[src/hw/rtl/fss_pkg.sv]
// Shared types, codes and defaults for the feature statistics standardizer.
package fss_pkg;
  localparam int FEATURES_DEF = 256;
  localparam int FRAC_BITS_DEF = 16;

  typedef enum logic [2:0] {
    REQ_ACC = 3'd0,
    REQ_FIN = 3'd1,
    REQ_LOAD = 3'd2,
    REQ_STD = 3'd3,
    REQ_CLR = 3'd4
  } req_t;

  localparam logic [1:0] ERR_OK = 2'd0;
  localparam logic [1:0] ERR_FEW = 2'd1;
  localparam logic [1:0] ERR_SAT = 2'd2;

  // controller to datapath
  typedef struct packed {
    logic capture;   // latch input word
    logic rd;        // issue table reads
    logic prep;      // set up operation from read data
    logic div_go;    // start divider
    logic mul_go;    // start product
    logic sqrt_go;
    logic wr_acc;    // write running tables
    logic wr_app;    // write apply tables
    logic emit;      // result strobe
  } fss_cmd_t;

  // datapath to controller
  typedef struct packed {
    logic div_done;
    logic sqrt_done;
    logic mul_done;
  } fss_sts_t;
endpackage

[src/hw/rtl/fss_ctrl.sv]
// Controller state machine sequencing one request through the datapath.
module fss_ctrl (
  input  logic              clk,
  input  logic              rst_n,
  input  logic              start,
  input  logic [2:0]        req,
  input  logic              skip_div,
  output logic              busy,
  output fss_pkg::fss_cmd_t cmd,
  input  fss_pkg::fss_sts_t sts
);
  import fss_pkg::*;

  typedef enum logic [8:0] {
    S_IDLE = 9'b000000001,
    S_RD   = 9'b000000010,
    S_PREP = 9'b000000100,
    S_DIV  = 9'b000001000,
    S_MUL  = 9'b000010000,
    S_SQRT = 9'b000100000,
    S_WAIT = 9'b001000000,
    S_WR   = 9'b010000000,
    S_OUT  = 9'b100000000
  } state_t;

  state_t state_r, state_nxt;
  logic [2:0] req_r;

  always_ff @(posedge clk) begin
    if (!rst_n) begin
      state_r <= S_IDLE;
      req_r <= '0;
    end else begin
      state_r <= state_nxt;
      if (state_r == S_IDLE && start) req_r <= req;
    end
  end

  always_comb begin
    state_nxt = state_r;
    cmd = '0;
    case (state_r)
      S_IDLE: begin
        if (start) begin
          cmd.capture = 1'b1;
          state_nxt = S_RD;
        end
      end
      S_RD: begin
        cmd.rd = 1'b1;
        state_nxt = S_PREP;
      end
      S_PREP: begin
        cmd.prep = 1'b1;
        case (req_r)
          REQ_ACC, REQ_FIN, REQ_STD: state_nxt = skip_div ? S_WR : S_DIV;
          default: state_nxt = S_WR;
        endcase
        if (!skip_div && (req_r == REQ_ACC || req_r == REQ_FIN || req_r == REQ_STD))
          cmd.div_go = 1'b1;
      end
      S_DIV: begin
        if (sts.div_done) begin
          case (req_r)
            REQ_ACC: begin
              cmd.mul_go = 1'b1;
              state_nxt = S_MUL;
            end
            REQ_FIN: begin
              cmd.sqrt_go = 1'b1;
              state_nxt = S_SQRT;
            end
            default: state_nxt = S_WR;
          endcase
        end
      end
      S_MUL: if (sts.mul_done) state_nxt = S_WAIT;
      S_SQRT: if (sts.sqrt_done) state_nxt = S_WR;
      S_WAIT: state_nxt = S_WR;
      S_WR: begin
        cmd.wr_acc = (req_r == REQ_ACC);
        cmd.wr_app = (req_r == REQ_FIN) || (req_r == REQ_LOAD);
        state_nxt = (req_r == REQ_FIN || req_r == REQ_STD) ? S_OUT : S_IDLE;
      end
      S_OUT: begin
        cmd.emit = 1'b1;
        state_nxt = S_IDLE;
      end
      default: state_nxt = S_IDLE;
    endcase
  end

  assign busy = (state_r != S_IDLE);
endmodule

[config.mk]
export PLATFORM = sky130hd
export DESIGN_NAME = fss_ctrl
export DESIGN_NICKNAME = d
export VERILOG_FILES = /design/src/hw/rtl/fss_pkg.sv /design/src/hw/rtl/fss_ctrl.sv
export SDC_FILE = /design/constraint.sdc
export NUM_CORES = 1
export LEC_CHECK = 0
export ABC_CLOCK_PERIOD_IN_PS = 1750
export BUFFER_PORTS_ARGS = -buffer_cell sky130_fd_sc_hd__buf_2
export CORE_UTILIZATION = 41
export CTS_BUF_LIST = sky130_fd_sc_hd__clkbuf_8
export DETAILED_ROUTE_END_ITERATION = 10
export PLACE_DENSITY_LB_ADDON = 0.2
export SYNTH_ARGS = -nofsm -noshare
export SYNTH_HDL_FRONTEND = slang
export SYNTH_SLANG_ARGS = --single-unit
[constraint.sdc]
create_clock -name clk -period 1.75 [get_ports clk]
set_input_delay 0.2625 -clock clk [delete_from_list [all_inputs] [get_ports clk]]
set_output_delay 0.2625 -clock clk [all_outputs]
set_load 0.05 [all_outputs]
Word level (Yosys, flattened, before mapping). Cells that the tools add are included.

Output and inout bits: 10. Input port bits: 10. Bits in registers: 12. Word-level logic and storage cells: 49.

Reduce and logical (&&, ||, !) cells: 10. Multiplexer cells: 20. Equal/unequal tests: 17.

Operators by type and width (number): $pmux 9 s8 (1); $mux 9 (5); $mux 8 (2); $pmux 8 s2 (1); $eq 9x1->1 const B (1); $eq 9x2->1 const B (1); $eq 9x3->1 const B (1); $eq 9x4->1 const B (1); $eq 9x5->1 const B (1); $eq 9x6->1 const B (1); $eq 9x7->1 const B (1); $eq 9x8->1 const B (1); $eq 9x9->1 const B (1); $ne 9x1->1 const B (1); $mux 2 (4); $ne 2x2->1 const B (4); $mux 1 (7); $eq 3x2->1 const B (2); $logic_or 1x1->1 (4); $reduce_and 4->1 (1); $eq 3x1->1 const B (1); $logic_not 3->1 (1); $reduce_or 3->1 (1); $logic_and 1x1->1 (2); $logic_not 1->1 (1).

Longest topological paths before layout.
Word-level depth: 6. Depth in mapped cells: 5.

Worst setup path before layout. Ideal clock, no wire load.

Path type: register -> output. Start point: reg state_r[1]. End point: out cmd[2] in the netlist's numbering. Data arrival time: 2355 ps. Stages on the path, launching flop included: 5. Required time: 1487 ps. Setup slack: -867 ps. Path through: dfxtp_1 buf_6 nor3_4 nand3_1 nor4_1.

RTL lines: from (decl) (line fss_ctrl.sv:26) `state_t state_r, state_nxt;`; from (signal assigned) (line fss_ctrl.sv:34) `state_r <= state_nxt;`; to (decl) (line fss_ctrl.sv:9) `output fss_pkg::fss_cmd_t cmd,`.

==> flow_metrics.env <==
export IMPL_crit_fanout=4
export IMPL_met1_usage_pct=30.82
export IMPL_required_ns=1.49
export IMPL_dieArea_um2=2166
export IMPL_drtAntennaViolNets=0
export IMPL_finClkSkew_ns=0.001870
export IMPL_wl_per_cell_um=14.78
export IMPL_yosysTopAreaCell="dfxtp_1"
export IMPL_cts_hold_buf=0
export IMPL_drt_iter0_markers=49
export IMPL_ys_ff_latch=12
export IMPL_seqPwrFrac_pct=35.2
export IMPL_drive_gt1_share_pct=53.62
export IMPL_firstDrtPassIters=4
export IMPL_die_w_um=46.54
export IMPL_viasPerCell=5.681
export IMPL_synth_top_family_by_area="simple AND/OR/NAND/NOR gates"
export IMPL_die_y_um=46.54
export IMPL_final_period_utilization_pct=106.9
export IMPL_worstPathArrival_ns=1.61
export IMPL_synth_edf_count=0
export IMPL_antenna_found_initial=0
export IMPL_synthFlopType="dfxtp_1"
export IMPL_finalWirelength_um=2409
export IMPL_p_int_mw=0.5774
export IMPL_netlist_area_leader_share_pct=29.54
export IMPL_end_kind="output pin"
export IMPL_ys_warn_count=0
export IMPL_mostFrequentLayoutCell="buf_4"
export IMPL_fp_coreArea_um2=1783
export IMPL_path_clk_slew_ns=0.06
export IMPL_rows=15
export IMPL_grt_first_pass_wirelength_um=3739
export IMPL_netlist_instances=95
export IMPL_max_freq_ghz=0.5346
export IMPL_gp_congestion=0.8911
export IMPL_setup_worst_path_class="flop to output pin"
export IMPL_rsz0062_at_grt="yes"
export IMPL_start_kind="flop"
export IMPL_slew_violations=0
export IMPL_cts_sinks=12
export IMPL_route_detailed_drc=0
export IMPL_maxCapViolCount=0
export IMPL_cts_tree="yes"
export IMPL_min_from="req[1]"
export IMPL_power_density_nw_per_um2=630.4
export IMPL_synth_xor_area_share_pct=4.308
export IMPL_dr_total_vias=926
export IMPL_hold_violations=0
export IMPL_setup_violations=7
export IMPL_syn2layout_area_growth_pct=64.00
export IMPL_postLayoutCoreUtil_pct=74.81
export IMPL_netlist_area_um2=813.3
export IMPL_root_buffer="clkbuf_8"
export IMPL_ios=20
export IMPL_status="complete, but fails checks"
export IMPL_n_antenna_cell=0
export IMPL_p_leak_nw=0.5292
export IMPL_grt_use_total_pct=24.74
export IMPL_grt_start_max_net_pins=13
export IMPL_use_met2_pct=40.56
export IMPL_regToRegEndpoint="state_r[7]"
export IMPL_synth_cell_types=41
export IMPL_p_sw_mw=0.2634
export IMPL_reg2reg_slack_ns=0.11
export IMPL_min_path_type="primary input to flop"
export IMPL_violations="setup timing"
export IMPL_seq_area_frac_synth_pct=29.54
export IMPL_synth_fa_ha_area_share_pct=0
export IMPL_worst_pin_slew_ns=0.3541
export IMPL_synth_simple_area_share_pct=44.00
export IMPL_pwr_share_comb_pct=27.2
export IMPL_hold_depth=3
export IMPL_p_clk_share_pct=37.6
export IMPL_synth_compound_area_share_pct=15.08
export IMPL_tritoncts_num_buffers=3
export IMPL_reg2reg_from="state_r[3]"
export IMPL_vdd_drop_max_mv=0.5521
export IMPL_p_sw_share_pct=31.33
export IMPL_synthTopCellsByArea="dfxtp_1 30%, nor4_4 5.2%, nor3_1 4.9%"
export IMPL_syn_nets=105
export IMPL_ff2ff_path_depth=7
export IMPL_period_minus_slack_ns=1.871
export IMPL_postSynth_asyncResetShare_pct=0
export IMPL_clock_tree_buffer_depth=2
export IMPL_hpwl_um=1618
export IMPL_htreeDepth=1
export IMPL_setup_slack_ns=-0.1206
export IMPL_avgSynthCellArea_um2=8.561
export IMPL_hold_path_end="req_r[1]"
export IMPL_muxShareOfSynthArea_pct=0
export IMPL_most_common_layout_cells="23 x buf_4, 10 x buf_2, 10 x buf_6, 6 x nand2_1, 6 x dfxtp_2"
export IMPL_grt_most_used_layer="met2"
export IMPL_post_place_ws_ns=-0.06502
export IMPL_grt_pass1_vias=837
export IMPL_clkLatencyLatePin_ns=0.24
export IMPL_portBuffers=19
export IMPL_met3_usage_pct=3.922
export IMPL_num_nets_final=149
export IMPL_overflow=0
export IMPL_relSlewSlack_pct=76.02
export IMPL_start_util_pct=45.61
-- power groups by stage --
stage               clock (mW)  combinational [mW]  sequential, mW
floorplan                    0               0.129           0.307
global placement             0               0.196           0.300
detailed placement           0               0.198           0.300
CTS                      0.310               0.221           0.296
global route             0.333               0.241           0.297
finish                   0.316               0.229           0.296
-- worst max-delay path, stage by stage (launching register included) --
cell,delay (ns)
dfxtp_4,0.36
or3b_4,0.42
nor4_4,0.16
and4_4,0.28
buf_8,0.15
-- layer usage --
| layer | routed length (um) | vias to the layer above |
|---|---|---|
| met5 | 0 | - |
| met4 | 88 | 0 |
| met3 | 101 | 13 |
| met2 | 1196 | 36 |
| met1 | 1023 | 434 |
| li1 | - | 443 |
-- cell families after synthesis --
logic type,count (synthesis)
compound gates,17
xor+xnor,4
buf+inv,10
flops,12
simple gates,52
-- synth_stat cells (2+ instances only) --
cell type and instances:
nor3b_1 2, inv_1 5, nand3_1 5, and4_1 2, o21ai_1 3, o21a_1 3, nand3b_1 2, a21oi_1 2
nor3_1 8, nand2_1 7, nor4b_1 2, nor2_1 5, xnor2_1 3, nor4_4 2, buf_6 2, dfxtp_1 12
nor2b_1 3, nor4_1 3, or3_1 2
-- flip-flops by register name, summed over array words and instances, names as in the netlist --
name and cells:
state_r 9, req_r 3
-- timing repair --
item                                    in CTS  in global routing
setup buffers                                5                  2
pin swaps                                    4                  2
resized for setup                           35                  3
endpoints found under the setup margin      10                  9
-- final cells by class --
type	count	area, um^2
Tap cell	25	31.28
Clock buffer	4	55.05
Sequential cell	12	251.5
Inverter	5	18.77
Fill cell	131	449.2
Multi-Input combinational cell	73	626.9
Timing Repair Buffer	44	350.3
-- per-stage QoR --
stage,instance area [um^2],hold slack (ns),std cells,power [mW],setup TNS [ns]
after detailed placement,1106,0.5058,152,0.4978,-0.08467
final,1334,0.2462,163,0.8408,-0.4031
after global routing,1334,0.2548,163,0.8706,-0.7653
after CTS,1315,0.2494,161,0.8271,-0.1982
after global placement,1106,0.4979,152,0.4955,-0.07485
after floorplan,883.3,0.3951,95,0.4368,-0.6344
-- how the worst max path moves through the flow --
stage                 end        from  slack [ns]  cells after the start
2_1_floorplan  state_r[2]  state_r[5]       -0.14                      5
3_3_place_gp       cmd[4]  state_r[1]       -0.06                      4
3_5_place_dp       cmd[4]  state_r[1]       -0.07                      4
4_1_cts            cmd[4]  state_r[1]       -0.10                      4
5_1_grt            cmd[5]  state_r[5]       -0.15                      5
6_report           cmd[4]  state_r[1]       -0.12                      4
Power figures use the tool's default switching activity.
